File: src/sv/frvm_pkg.sv
// ----------------------------------------------------------------------------
// frvm_pkg
// Shared types and codes of the fold range visibility map.
// ----------------------------------------------------------------------------
package frvm_pkg;

  localparam int LINE_BITS      = 20;
  localparam int MAX_RANGES_DEF = 256;

  localparam logic [2:0] ACT_CLEAR   = 3'd0;
  localparam logic [2:0] ACT_APPEND  = 3'd1;
  localparam logic [2:0] ACT_TOGGLE  = 3'd2;
  localparam logic [2:0] ACT_FOLD    = 3'd3;
  localparam logic [2:0] ACT_UNFOLD  = 3'd4;
  localparam logic [2:0] ACT_MAP_LN  = 3'd5;
  localparam logic [2:0] ACT_MAP_ROW = 3'd6;

  localparam logic [1:0] ST_OK       = 2'd0;
  localparam logic [1:0] ST_INVALID  = 2'd1;
  localparam logic [1:0] ST_NO_RANGE = 2'd2;
  localparam logic [1:0] ST_FULL     = 2'd3;

  typedef logic [LINE_BITS-1:0] line_t;
  typedef logic [LINE_BITS:0]   count_t;

  typedef struct packed {
    logic [2:0] action;
    line_t      line;
    line_t      row_index;
    line_t      range_start;
    line_t      range_end;
    logic       start_collapsed;
  } cmd_t;

  typedef struct packed {
    logic [1:0] status;
    logic       visible;
    line_t      visible_row;
    line_t      mapped_line;
    count_t     visible_count;
  } res_t;

  typedef struct packed {
    logic init;
    logic step;
  } qctl_t;

endpackage

File: src/sv/frvm_query.sv
// ----------------------------------------------------------------------------
// frvm_query
// Walk accumulator: takes merged hidden spans in order, one per step, and
// builds visibility, visible row, mapped line and visible count.
// ----------------------------------------------------------------------------
module frvm_query (
  input  logic            clk,
  input  frvm_pkg::qctl_t ctl,
  input  frvm_pkg::line_t ln,
  input  frvm_pkg::line_t row,
  input  frvm_pkg::count_t lc,
  input  frvm_pkg::line_t span_s,
  input  frvm_pkg::line_t span_e,
  output logic            vis,
  output frvm_pkg::line_t vrow,
  output frvm_pkg::line_t mline,
  output frvm_pkg::count_t vcount
);
  import frvm_pkg::*;

  localparam logic [LINE_BITS+1:0] MASK = {2'b00, {LINE_BITS{1'b1}}};

  line_t                below;
  logic                 rdone;
  count_t               hcnt;
  logic                 cdone;
  count_t               cur;
  line_t                rem;
  logic                 mdone;
  logic                 mdirect;
  line_t                mres;

  count_t               s_w, e_w, ee, span, nc;
  logic [LINE_BITS+1:0] sum, fin;

  always_comb begin
    s_w  = {1'b0, span_s};
    e_w  = {1'b0, span_e};
    ee   = (e_w >= lc) ? lc - 1'b1 : e_w;
    span = (s_w > cur) ? s_w - cur : '0;
    nc   = e_w + 1'b1;
    sum  = {1'b0, cur} + {2'b00, rem};
    fin  = sum;
    if (fin >= {1'b0, lc}) fin = {1'b0, lc} - 1'b1;
    if (fin > MASK) fin = MASK;
  end

  always_ff @(posedge clk) begin
    if (ctl.init) begin
      vis     <= 1'b1;
      below   <= '0;
      rdone   <= 1'b0;
      hcnt    <= '0;
      cdone   <= 1'b0;
      cur     <= '0;
      rem     <= row;
      mdone   <= 1'b0;
      mdirect <= 1'b0;
    end else if (ctl.step) begin
      if (ln >= span_s && ln <= span_e) vis <= 1'b0;
      if (!rdone) begin
        if (span_s >= ln) begin
          rdone <= 1'b1;
        end else if (span_e < ln) begin
          below <= below + (span_e - span_s) + 1'b1;
        end else begin
          below <= below + (ln - span_s);
          rdone <= 1'b1;
        end
      end
      if (!cdone) begin
        if (s_w >= lc) cdone <= 1'b1;
        else hcnt <= hcnt + (ee - s_w) + 1'b1;
      end
      if (!mdone && e_w >= cur) begin
        if (s_w >= lc) begin
          mdone <= 1'b1;
        end else if ({1'b0, rem} < span) begin
          mres    <= (sum > MASK) ? MASK[LINE_BITS-1:0] : sum[LINE_BITS-1:0];
          mdone   <= 1'b1;
          mdirect <= 1'b1;
        end else begin
          rem <= rem - span[LINE_BITS-1:0];
          if (nc > lc) begin
            cur   <= lc;
            mdone <= 1'b1;
          end else begin
            cur <= nc;
          end
        end
      end
    end
  end

  assign vrow   = ln - below;
  assign vcount = lc - hcnt;
  assign mline  = mdirect ? mres : ((lc == '0) ? '0 : fin[LINE_BITS-1:0]);

endmodule

File: config.mk
export PLATFORM = sky130hd
export DESIGN_NAME = frvm_query
export DESIGN_NICKNAME = d
export VERILOG_FILES = /design/src/sv/frvm_pkg.sv /design/src/sv/frvm_query.sv
export SDC_FILE = /design/constraint.sdc
export NUM_CORES = 1
export LEC_CHECK = 0
export BUFFER_PORTS_ARGS = -buffer_cell sky130_fd_sc_hd__buf_2
export CORE_MARGIN = 4
export CORE_UTILIZATION = 45
export CTS_CLUSTER_SIZE = 10
export DETAILED_ROUTE_END_ITERATION = 6
export PLACE_DENSITY = 0.67
export SKIP_LAST_GASP = 1
export SYNTH_ARGS = -nofsm -noshare
export SYNTH_HDL_FRONTEND = slang
export SYNTH_SLANG_ARGS = --single-unit
File: constraint.sdc
create_clock -name clk -period 8.92 [get_ports clk]
set_input_delay 2.676 -clock clk [delete_from_list [all_inputs] [get_ports clk]]
set_output_delay 2.676 -clock clk [all_outputs]
set_load 0.05 [all_outputs]
==> impl_results.md <==
* CP endpoint kind: output pin
* Hold/Removal Path Class: flip-flop to flip-flop
* Mapped Cells at 2269
* RSZ-0062 raised after global routing: true
* Asr flop ratio synth at 0
* Num Clock Sinks at 107
* Hold Vio Cnt, Final at 0
* Port-buffer cells at 165
* Final setup vio count at 0
* Global route overflow at 0
* Sequential share of the synthesized area at 0.143
* Die H at 207 microns
* Die area at 42800 sq um
* WL/cell at 21.2 microns
* Critical path launch point type: input pin
* Minimum clock period at 8560 ps
* Synth Warn # at 0
* CP Data Required Time at 6240 ps
* CTS Root Cell: clkbuf_16
* LEAKAGE at 0.00930 uW
* Top-count cell post-synth: ha_1
* Post-synth top area share at 0.214
* Layout cells sized above 1 at 0.105
* Fin Hold WS at 478 ps
* RePlAce Congestion at 0.975
* Final max-slew violation count at 0
* Clock skew at 11.3 ps
* Synth cell types at 79
* Crit Path Max Fanout at 9
* Worst-Skew Late Latency at 380 ps
* Clock transition at path regs at 80 ps
* Via/cell ratio at 5.89
* Crit path DAT at 5880 ps
* Chip Width at 207 microns
* Placement Rows at 72
* Synthesis-to-layout area growth at 10.4%
* DP HPWL at 52300 microns
* Syn_nets at 2740
* Nets at 2899
* Tcrit/Tclk final at 0.960
* Final Worst Setup Slack at 359 ps
* TritonCTS Buffers at 9
* VDD IR max at 0.294 mV
* Pre-CTS setup slack at 337 ps
* Run status: finished clean
* Slew @ Worst Pin at 995 ps
* Initial Utilization at 0.458
* CP Class: input pin to output pin
* Synth Area per Inst at 7.84 sq um
* Slew headroom at 0.334
* PwrDens at 308 nW/um^2
* Yosys reg bits at 107
* N_diodes at 0
* Leading area contributor after synthesis: ha_1
* H-Tree Depth at 3
* Clk buf depth at 2
* Initial drt markers at 1467
* Synth Flop Type: dfxtp_1
* Tot GR Track Use at 0.286
* Post-route DRC violation count at 0
* WL final at 62500 microns
* Initial antenna violation count at 0
* Fmax achieved at 117 MHz
* Vias in the first global route at 16700
* IO Pins at 166
* Post-synth EDFFs at 40
* CTS tree: yes
* Commonest cells post-synth: 304 x ha_1, 272 x inv_1, 179 x nor2_1
* Final total power at 6040 uW
* Pre-antenna DRT Iters at 6
* Routed vias at 17400
* Largest net degree at the start of global routing at 54
* Antenna Nets Post-Route at 0
* Global-route wire length before repair at 94000 microns
* Post-layout util at 0.506
* Max-cap violations at 0
* Core footprint at 38800 sq um
* Synth top area cells: ha_1 21%, dfxtp_1 7.5%, fa_1 7.1%
* Cell area after synthesis at 17800 sq um
[cell families after synthesis]
family          count (synthesis)  synth area share
compound gates                634             0.230
fa+ha+maj                     367             0.285
flops                         107             0.143
buf+inv                       320            0.0684
mux                            39            0.0226
xor+xnor                      154            0.0758
simple gates                  648             0.176
[critical path, cell delays in order]
cell and delay, ps:
buf_2 200, inv_1 180, ha_1 260, fa_1 410, nor2b_1 120, o21ai_0 110, a21boi_0 250, o21ai_0 170
a211o_1 300, a41o_1 230, o21ai_1 180, a41oi_1 190, nor2b_1 200, xnor2_1 130, buf_2 280
[routing by layer]
metal  GRT usage  vias up  wire length [microns]
li1            -     8426                      -
met1       0.379     8164                  27200
met2       0.460      641                  27700
met3      0.0506      138                   4570
met4       0.123        0                   3020
met5           0        -                      0
[cell usage in the layout, fill, tap and decap left out, drive strengths merged, types with 10 or more instances in the layout]
cell type	Yosys	final
or3	17	17
edfxtp	40	40
inv	272	275
and3	19	19
nor2	179	179
o22ai	16	16
fa	63	63
xnor2	113	113
o211ai	19	19
a211o	10	10
nand2	155	155
nor2b	37	37
o21bai	13	13
xor2	41	41
dfxtp	67	67
ha	304	304
nor3	60	60
a21o	78	78
o21ai	140	140
a31oi	14	14
nand2b	27	27
o21a	32	32
and2	12	12
a211oi	38	38
or2	15	15
nand3	61	61
a21oi	172	172
mux2i	30	30
nand4	33	33
o31ai	20	20
buf	13	195
[per-stage QoR]
step / instance area [sq um] / std cells / TNS (ps)
2_1_floorplan: 17800 / 2269 / 0
3_3_place_gp: 19300 / 2935 / 0
3_5_place_dp: 19300 / 2935 / 0
4_1_cts: 19600 / 2951 / 0
5_1_grt: 19600 / 2951 / -3.72
6_report: 19600 / 2951 / 0
[final cells by class]
| class | count | area (sq um) |
|---|---|---|
| fillers | 3841 | 19200 |
| multi-input cells | 1842 | 14100 |
| flip-flops and latches | 107 | 2540 |
| repair buffers | 195 | 1080 |
| inverters | 273 | 1020 |
| well taps | 518 | 648 |
| clock buffers | 9 | 225 |
| clock inverters | 7 | 67.6 |
[path summary, 6_finish.rpt]
| kind | startpoint | to | cells past startpoint | slack, ps |
|---|---|---|---|---|
| setup / recovery | lc[0] | vcount[18] | 15 | 360 |
| hold / removal | rdone | rdone | 2 | 480 |
| setup reg to reg | cur[8] | rem[18] | 23 | 2890 |
| hold reg to reg | rdone | rdone | 2 | 480 |
[state kept, by name, indices dropped and copies added, names as in the netlist, 20 cells and up]
register / flops
below: 20
rem: 20
mres: 20
cur: 21
hcnt: 21
[power by group]
group          switching, uW  internal (uW)  total [uW]
Combinational           3090           1680        4770
Clock                    233            198         431
Sequential               146            695         840
Total                   3470           2570        6040
[repair_timing]
| action | in CTS | in global routing |
|---|---|---|
| endpoints found under the setup margin | 0 | 9 |
| buffers inserted | 0 | 0 |
| gates resized for setup | 0 | 2 |
| hold buffers | 0 | 0 |
No activity file was read; power rests on OpenSTA's default activity.
